**src/rtl/core/iirdf2_pkg.sv**
```systemverilog
package iirdf2_pkg;

    localparam int SAMPLE_W  = 16;
    localparam int COEF_W    = 16;
    localparam int WORD_W    = 24;
    localparam int PROD_W    = COEF_W + WORD_W;
    localparam int ACC_W     = PROD_W + 6;
    localparam int FRAC_DROP = 12;
    localparam int RND_W     = ACC_W - FRAC_DROP;
    localparam int CFG_W     = 64;
    localparam int CFG_IDX_W = 2;
    localparam int TAP_IDX_W = 5;   // covers taps 0..31

    // register indexes
    localparam logic [CFG_IDX_W-1:0] REG_FF_LO = 2'd0;
    localparam logic [CFG_IDX_W-1:0] REG_FF_HI = 2'd1;
    localparam logic [CFG_IDX_W-1:0] REG_FB_LO = 2'd2;
    localparam logic [CFG_IDX_W-1:0] REG_FB_HI = 2'd3;

    typedef logic signed [SAMPLE_W-1:0] sample_t;
    typedef logic signed [COEF_W-1:0]   coef_t;
    typedef logic signed [WORD_W-1:0]   word_t;
    typedef logic signed [PROD_W-1:0]   prod_t;
    typedef logic signed [ACC_W-1:0]    acc_t;
    typedef logic [CFG_W-1:0]           cfg_t;
    typedef logic [TAP_IDX_W-1:0]       tap_t;

    typedef struct packed {
        logic    clear;   // load accumulators with the new sample
        logic    issue;   // multiply tap coefficients by the chain word
        logic    load_w;  // multiply b0 by the new state word
    } mac_ctrl_t;

    localparam acc_t ACC_HALF = acc_t'(2048);

    function automatic coef_t lane(cfg_t r, logic [1:0] k);
        coef_t c;
        case (k)
            2'd0:    c = r[15:0];
            2'd1:    c = r[31:16];
            2'd2:    c = r[47:32];
            default: c = r[63:48];
        endcase
        return c;
    endfunction

    // b_i; zero beyond b6
    function automatic coef_t coef_b(cfg_t lo, cfg_t hi, tap_t i);
        coef_t c;
        case (i)
            5'd0, 5'd1, 5'd2, 5'd3: c = lane(lo, i[1:0]);
            5'd4, 5'd5, 5'd6:       c = lane(hi, 2'(i - 5'd4));
            default:                c = '0;
        endcase
        return c;
    endfunction

    // a_i; a0 unused, zero beyond a6
    function automatic coef_t coef_a(cfg_t lo, cfg_t hi, tap_t i);
        coef_t c;
        case (i)
            5'd1, 5'd2, 5'd3, 5'd4: c = lane(lo, 2'(i - 5'd1));
            5'd5, 5'd6:             c = lane(hi, 2'(i - 5'd5));
            default:                c = '0;
        endcase
        return c;
    endfunction

    // round half up, drop 12 fraction bits (floor)
    function automatic logic signed [RND_W-1:0] round12(acc_t v);
        acc_t t;
        t = v + ACC_HALF;
        return signed'(t[ACC_W-1:FRAC_DROP]);
    endfunction

    function automatic word_t sat_word(acc_t v);
        logic signed [RND_W-1:0] r;
        word_t o;
        r = round12(v);
        if (!r[RND_W-1] && (|r[RND_W-2:WORD_W-1]))
            o = {1'b0, {(WORD_W-1){1'b1}}};
        else if (r[RND_W-1] && !(&r[RND_W-2:WORD_W-1]))
            o = {1'b1, {(WORD_W-1){1'b0}}};
        else
            o = r[WORD_W-1:0];
        return o;
    endfunction

    function automatic sample_t sat_sample(acc_t v);
        logic signed [RND_W-1:0] r;
        sample_t o;
        r = round12(v);
        if (!r[RND_W-1] && (|r[RND_W-2:SAMPLE_W-1]))
            o = {1'b0, {(SAMPLE_W-1){1'b1}}};
        else if (r[RND_W-1] && !(&r[RND_W-2:SAMPLE_W-1]))
            o = {1'b1, {(SAMPLE_W-1){1'b0}}};
        else
            o = r[SAMPLE_W-1:0];
        return o;
    endfunction

endpackage

```
**src/rtl/core/iirdf2_cell.sv**
```systemverilog
// One delay-line cell: holds a state word, takes its neighbor's on shift.
module iirdf2_cell (
    input  logic                clk,
    input  logic                rst_n,
    input  logic                shift_en,
    input  iirdf2_pkg::word_t   word_in,
    output iirdf2_pkg::word_t   word_out
);
    import iirdf2_pkg::*;

    word_t word_reg;

    always_ff @(posedge clk or negedge rst_n)
    begin
        if (!rst_n)
        begin
            word_reg <= '0;
        end
        else if (shift_en)
        begin
            word_reg <= word_in;
        end
    end

    assign word_out = word_reg;

endmodule

```
**src/rtl/core/iirdf2_mac.sv**
```systemverilog
// Shared multiply-accumulate: feedback sum in acc_a, feedforward sum in acc_b.
module iirdf2_mac (
    input  logic                    clk,
    input  logic                    rst_n,
    input  iirdf2_pkg::mac_ctrl_t   ctrl,
    input  iirdf2_pkg::sample_t     x,
    input  iirdf2_pkg::coef_t       ca,
    input  iirdf2_pkg::coef_t       cb,
    input  iirdf2_pkg::word_t       word,
    output iirdf2_pkg::word_t       w,
    output iirdf2_pkg::sample_t     y
);
    import iirdf2_pkg::*;

    prod_t prod_a_reg;
    prod_t prod_b_reg;
    logic  prod_vld_reg;
    acc_t  acc_a_reg;
    acc_t  acc_b_reg;

    always_ff @(posedge clk or negedge rst_n)
    begin
        if (!rst_n)
        begin
            prod_vld_reg <= 1'b0;
        end
        else
        begin
            prod_vld_reg <= ctrl.issue;
        end
    end

    always_ff @(posedge clk)
    begin
        if (ctrl.issue)
        begin
            prod_a_reg <= prod_t'(ca) * prod_t'(word);
            prod_b_reg <= prod_t'(cb) * prod_t'(word);
        end
        else if (ctrl.load_w)
        begin
            prod_b_reg <= prod_t'(cb) * prod_t'(w);
        end

        if (ctrl.clear)
        begin
            acc_a_reg <= acc_t'(x) <<< FRAC_DROP;
            acc_b_reg <= '0;
        end
        else if (prod_vld_reg)
        begin
            acc_a_reg <= acc_a_reg - acc_t'(prod_a_reg);
            acc_b_reg <= acc_b_reg + acc_t'(prod_b_reg);
        end
    end

    assign w = sat_word(acc_a_reg);
    assign y = sat_sample(acc_b_reg + acc_t'(prod_b_reg));

endmodule

```
**src/rtl/core/iir_direct_form_two_filter.sv**
```systemverilog
// Sixth-order (ORDER taps) direct form II IIR filter for Q1.15 samples with
// Q4.12 coefficients and a saturating 24-bit Q9.15 state. The state words sit in
// a ring of ORDER cells; for each sample the ring rotates once past a single shared
// multiply-accumulate unit that forms the feedback and feedforward sums together.
// On acceptance the accumulators take the sample; until s_tready rises again the word
// goes through the ring rotation through the multipliers (S_MAC), a drain of the
// product register (S_DRAIN), the forming of the new state word and its shift into
// the ring (S_WORD), and the rounding of the output into the output register (S_OUT).
// The output register lets a new word be accepted while a result waits on m_tready.
// Coefficients: cfg_addr 0 = b0..b3, 1 = b4..b6, 2 = a1..a4, 3 = a5..a6, lane k in
// bits 16k+15:16k; write them only while the filter is idle. s_tlast is passed
// through to m_tlast and does not clear the state.
module iir_direct_form_two_filter #(
    parameter int ORDER = 6
) (
    input  logic                            clk,
    input  logic                            rst_n,
    // coefficient writes
    input  logic                            cfg_we,
    input  logic [iirdf2_pkg::CFG_IDX_W-1:0] cfg_addr,
    input  iirdf2_pkg::cfg_t                cfg_data,
    // input stream
    input  logic                            s_tvalid,
    output logic                            s_tready,
    input  logic [15:0]                     s_tdata,   // [15:0] sample_in
    input  logic                            s_tlast,   // block_end_in
    // output stream
    output logic                            m_tvalid,
    input  logic                            m_tready,
    output logic [15:0]                     m_tdata,   // [15:0] sample_out
    output logic                            m_tlast    // block_end_out
);
    import iirdf2_pkg::*;

    localparam int CNT_W = $clog2(ORDER + 1);
    localparam logic [CNT_W-1:0] ORDER_L   = CNT_W'(ORDER);
    localparam logic [CNT_W-1:0] LAST_STEP = CNT_W'(ORDER - 1);
    localparam logic [CNT_W-1:0] CNT_ONE   = CNT_W'(1);

    // sequencer states
    localparam logic [2:0] S_IDLE  = 3'd0;
    localparam logic [2:0] S_MAC   = 3'd1;
    localparam logic [2:0] S_DRAIN = 3'd2;
    localparam logic [2:0] S_WORD  = 3'd3;
    localparam logic [2:0] S_OUT   = 3'd4;

    // coefficient registers
    cfg_t ff_lo_reg, ff_hi_reg, fb_lo_reg, fb_hi_reg;

    logic [2:0]       state_reg, state_next;
    logic [CNT_W-1:0] cnt_reg, cnt_next;
    logic             last_reg;

    logic             out_vld_reg, out_vld_next;
    sample_t          out_data_reg;
    logic             out_last_reg;

    logic             accept;
    logic             rotate;
    logic             shift_in;
    logic             out_load;
    mac_ctrl_t        mac_ctrl;
    tap_t             tap;
    coef_t            ca, cb;
    word_t            w_new;
    sample_t          y_new;

    word_t            chain_in  [ORDER];
    word_t            chain_out [ORDER];

    always_ff @(posedge clk or negedge rst_n)
    begin
        if (!rst_n)
        begin
            ff_lo_reg <= '0;
            ff_hi_reg <= '0;
            fb_lo_reg <= '0;
            fb_hi_reg <= '0;
        end
        else if (cfg_we)
        begin
            unique case (cfg_addr)
                REG_FF_LO: ff_lo_reg <= cfg_data;
                REG_FF_HI: ff_hi_reg <= cfg_data;
                REG_FB_LO: fb_lo_reg <= cfg_data;
                REG_FB_HI: fb_hi_reg <= cfg_data;
            endcase
        end
    end

    assign s_tready = (state_reg == S_IDLE);
    assign accept   = s_tvalid && s_tready;
    assign rotate   = (state_reg == S_MAC);
    assign shift_in = (state_reg == S_WORD);
    assign out_load = (state_reg == S_OUT) && (!out_vld_reg || m_tready);

    always_comb
    begin
        state_next = state_reg;
        cnt_next   = cnt_reg;
        unique case (state_reg)
            S_IDLE:
            begin
                cnt_next = '0;
                if (accept)
                    state_next = S_MAC;
            end
            S_MAC:
            begin
                cnt_next = cnt_reg + CNT_ONE;
                if (cnt_reg == LAST_STEP)
                    state_next = S_DRAIN;
            end
            S_DRAIN: state_next = S_WORD;
            S_WORD:  state_next = S_OUT;
            S_OUT:
            begin
                if (out_load)
                    state_next = S_IDLE;
            end
            default: state_next = S_IDLE;
        endcase
    end

    always_ff @(posedge clk or negedge rst_n)
    begin
        if (!rst_n)
        begin
            state_reg <= S_IDLE;
            cnt_reg   <= '0;
        end
        else
        begin
            state_reg <= state_next;
            cnt_reg   <= cnt_next;
        end
    end

    always_ff @(posedge clk)
    begin
        if (accept)
            last_reg <= s_tlast;
    end

    // the oldest cell faces the multipliers; after k rotations it holds tap ORDER-k
    always_comb
    begin
        if (state_reg == S_WORD)
            tap = '0;
        else
            tap = TAP_IDX_W'(ORDER_L - cnt_reg);
        ca = coef_a(fb_lo_reg, fb_hi_reg, tap);
        cb = coef_b(ff_lo_reg, ff_hi_reg, tap);
    end

    always_comb
    begin
        mac_ctrl.clear  = accept;
        mac_ctrl.issue  = rotate;
        mac_ctrl.load_w = shift_in;
    end

    iirdf2_mac u_mac (
        .clk   (clk),
        .rst_n (rst_n),
        .ctrl  (mac_ctrl),
        .x     (sample_t'(s_tdata)),
        .ca    (ca),
        .cb    (cb),
        .word  (chain_out[ORDER-1]),
        .w     (w_new),
        .y     (y_new)
    );

    // ring: rotate closes the loop, shift_in feeds the new state word
    genvar g;
    generate
        for (g = 0; g < ORDER; g++)
        begin : g_cell
            if (g == 0)
            begin : g_head
                assign chain_in[g] = shift_in ? w_new : chain_out[ORDER-1];
            end
            else
            begin : g_body
                assign chain_in[g] = chain_out[g-1];
            end

            iirdf2_cell u_cell (
                .clk      (clk),
                .rst_n    (rst_n),
                .shift_en (rotate || shift_in),
                .word_in  (chain_in[g]),
                .word_out (chain_out[g])
            );
        end
    endgenerate

    // output register
    always_comb
    begin
        out_vld_next = out_vld_reg;
        if (out_load)
            out_vld_next = 1'b1;
        else if (m_tready)
            out_vld_next = 1'b0;
    end

    always_ff @(posedge clk or negedge rst_n)
    begin
        if (!rst_n)
            out_vld_reg <= 1'b0;
        else
            out_vld_reg <= out_vld_next;
    end

    always_ff @(posedge clk)
    begin
        if (out_load)
        begin
            out_data_reg <= y_new;
            out_last_reg <= last_reg;
        end
    end

    assign m_tvalid = out_vld_reg;
    assign m_tdata  = out_data_reg;
    assign m_tlast  = out_last_reg;

    // a result appears only from the output step
    a_out_from_seq: assert property (@(posedge clk) disable iff (!rst_n)
        $rose(m_tvalid) |-> $past(state_reg == S_OUT))
        else $error("output valid without output step");

    // an accepted word starts the ring pass at step zero
    a_accept_start: assert property (@(posedge clk) disable iff (!rst_n)
        accept |=> (state_reg == S_MAC) && (cnt_reg == '0))
        else $error("ring pass did not start after accept");

    // a waiting result is never overwritten
    a_no_overwrite: assert property (@(posedge clk) disable iff (!rst_n)
        (state_reg == S_OUT) && m_tvalid && !m_tready |=> (state_reg == S_OUT))
        else $error("output step left while result stalled");

    // the ring pass takes exactly ORDER steps
    a_pass_len: assert property (@(posedge clk) disable iff (!rst_n)
        (state_reg == S_DRAIN) |-> $past(cnt_reg == LAST_STEP))
        else $error("ring pass length wrong");

endmodule

```
**config.mk**
```make
export PLATFORM = sky130hd
export DESIGN_NAME = iir_direct_form_two_filter
export DESIGN_NICKNAME = d
export VERILOG_FILES = /design/src/rtl/core/iirdf2_pkg.sv /design/src/rtl/core/iirdf2_cell.sv /design/src/rtl/core/iirdf2_mac.sv /design/src/rtl/core/iir_direct_form_two_filter.sv
export SDC_FILE = /design/constraint.sdc
export NUM_CORES = 2
export LEC_CHECK = 0
export BUFFER_PORTS_ARGS = -buffer_cell sky130_fd_sc_hd__buf_2
export CAP_MARGIN = 25
export CORE_MARGIN = 3
export CORE_UTILIZATION = 60
export DETAILED_ROUTE_END_ITERATION = 6
export PLACE_DENSITY = 0.8
export SETUP_SLACK_MARGIN = 0.2
export SYNTH_ARGS = -nofsm -noshare
export SYNTH_HDL_FRONTEND = slang
export SYNTH_SLANG_ARGS = --single-unit
```
**constraint.sdc**
```tcl
create_clock -name clk -period 10.22 [get_ports clk]
set_clock_uncertainty 0.1 [all_clocks]
set_input_delay 0.511 -clock clk [delete_from_list [all_inputs] [get_ports clk]]
set_output_delay 0.511 -clock clk [all_outputs]
set_load 0.05 [all_outputs]
```
==> reports/metrics.csv <==
metric;value;unit
finalCritPeriodShare;0.956;
synth_top_family_by_area;adder cells;
final_common_cell;inv_1;
cp_num_buf_inv;9;
die_w;350;µm
max_freq;102;MHz
crit_path_end_kind;flop;
finalMaxSlewViolations;0;
hold_class;input pin to flop;
layout.nets;9338;
grt_pass1_wl;315000;µm
antenna_found_initial;8;
clkSinkCount;566;
wire_per_inst;21.3;µm
relSlewSlack;0.241;
rsz0062_at_grt;false;
synth_edf_count;132;
synth-async-reset-ratio;0.664;
violations;DRC;
synth_compound_area_frac;0.0834;
synth_xor_area_frac;0.0313;
critPathTopFamily;adder cells;
setup_violations;0;
fin_area;76500;µm²
cp.arrival;10040;ps
finalCriticalPeriod;9770;ps
reg2regPathDepth;39;
placed_cell_area;73600;µm²
die_height;350;µm
grt_use_total;0.329;
worstMarginPinSlew;1140;ps
clock_path_buffers;3;
dieArea;122000;µm²
slowest_stage;fa_1;
hold_ws;20.1;ps
cpMostUsedCell;fa_1;
clock_latency;680;ps
grt_max_degree;179;
final_cell_mix;1312 x inv_1, 1176 x nand2_1, 1124 x fa_1;
drc;3;
cts_tree;done;
cts.clk_slew.worst_paths;60;ps
largest_reg_flops;144;
critical-path-max-stage-delay;540;ps
dr.pass1.iters;7;
cts-root-buf;clkbuf_16;
start_kind;flop;
worstReg2RegStart;u_mac.acc_a_reg[16];
num_rows;125;
r2r_slack;450;ps
fp.coreArea;117000;µm²
cts_buffers;67;
setup_slack;451;ps
h-tree-depth;3;
synthFlopType;dfrtp_1;
hpwlAfterDp;155000;µm
outcome;finished, violations left;
place_ws;-130;ps
place_congestion;0.995;
ys_seq_area_frac;0.205;
vias;55000;
ys_seq_elements;566;
cap_violations;0;
min_path_cells;2;
crit_type;flop to flop;
path_max_fanout;10;
ant_nets;0;
min_to;ff_lo_reg[42];
portBuffers;106;
synth_cells;7716;
synthSimpleGateAreaFrac;0.156;
worst_r2r_endpoint;u_mac.prod_b_reg[39];
start_util;0.607;
syn-num-nets;9317;
muxShareOfSynthArea;0.0489;
crit_required;10490;ps
path_depth;39;
synth.avg_cell_area;9.18;µm²
grt_pass1_vias;58300;
area_growth;7.99;%
first_iter_violations;5081;
yosysWarnings;0;
hold_violations;0;
layout-drive-gt1-share;0.103;
synth-adder-area-share;0.386;
totalWireLength;199000;µm
synth_cell_types;95;
grt_overflow;0;
netlist_area;70900;µm²
vias_per_cell;5.90;
boundaryPins;107;
worstHoldStart;cfg_data[42];
fin_util;0.656;
## layout make-up
| cell class | instances | area [µm²] |
|---|---|---|
| timing repair buffer | 312 | 2350 |
| tap | 1524 | 1910 |
| antenna | 7 | 17.5 |
| sequential | 566 | 14500 |
| fill | 9047 | 40200 |
| clock inverter | 35 | 410 |
| inverter | 1314 | 4940 |
| multi-input combinational | 5476 | 50500 |
| clock buffer | 87 | 1860 |
## metal layers
layer / track usage / share of wire / vias to the layer above
met5: 0 / 0.00012 / -
met3: 0.0657 / 0.093 / 612
li1: - / - / 24200
met1: 0.419 / 0.38 / 27700
met2: 0.544 / 0.47 / 2547
met4: 0.155 / 0.054 / 4
## worst reg2reg max path: cells and delay by family (launching register included)
kind                       cells  cell delay [ps]
and+or+nand+nor                9             1680
AOI/OAI and AO/OA             12             2660
DFF                            1              400
buffers and inverters          9             1080
adders and majority gates      7             3350
xor gates and xnor gates       1              130
muxes                          1               90
## synthesized netlist by cell type (12+ instances only)
master,count,share of area
a21boi_0,12,0.0013
buf_1,23,0.0012
xor2_1,91,0.011
nor2_1,518,0.027
a31oi_1,19,0.0017
o21ai_1,39,0.0028
nor4_1,23,0.0020
inv_1,1312,0.070
and3_1,19,0.0017
mux2i_1,90,0.013
nand4_1,38,0.0034
o21a_1,45,0.0048
nor3_1,58,0.0041
a21oi_1,301,0.021
dfrtp_1,376,0.13
xnor2_1,162,0.020
clkbuf_1,327,0.017
nand3_1,65,0.0046
edfxtp_1,132,0.056
or2_2,21,0.0019
nand2_1,1176,0.062
nand2b_1,63,0.0056
nor2b_1,43,0.0038
a22oi_1,39,0.0041
and2_1,354,0.031
a211oi_1,25,0.0026
fa_1,1124,0.32
dfxtp_1,58,0.016
o21bai_1,25,0.0026
a21o_1,81,0.0086
a21oi_2,13,0.0016
o31ai_1,16,0.0017
o211ai_1,14,0.0015
or3_1,17,0.0015
o21ai_0,222,0.016
mux2_2,228,0.036
ha_1,389,0.069
## metrics by stage
| step | cells | setup TNS (ps) |
|---|---|---|
| after floorplan | 7716 | 0 |
| after global placement | 9160 | 0 |
| after detailed placement | 9161 | -201 |
| after CTS | 9290 | 0 |
| after global routing | 9318 | 0 |
| final | 9321 | 0 |
## timing repair
item	4_1_cts	5_1_grt
gates cloned	0	3
endpoints found under the hold margin	135	0
pin swaps	2	11
resized for setup	5	63
setup endpoints to repair	5	14
setup buffers	1	16
hold buffers	6	0
## cells by family after synthesis
group	after synthesis
DFF	566
adders and majority gates	1513
and+or+nand+nor	2443
xor gates and xnor gates	253
muxes	318
buffers and inverters	1674
AOI/OAI and AO/OA	949
## worst max-delay path by stage
stage                                end           startpoint  slack, ps
finish              u_mac.prod_b_reg[39]  u_mac.acc_a_reg[16]        450
global route        u_mac.prod_b_reg[39]  u_mac.acc_a_reg[20]        110
CTS                 u_mac.prod_b_reg[38]  u_mac.acc_a_reg[14]        160
detailed placement  u_mac.prod_b_reg[38]  u_mac.acc_a_reg[14]       -130
global placement    u_mac.prod_b_reg[38]  u_mac.acc_a_reg[14]         30
floorplan           u_mac.prod_b_reg[39]  u_mac.acc_a_reg[13]        430
Power is not shown: default switching activity piles up to over one toggle a cycle in this logic, so the estimate is an artifact.
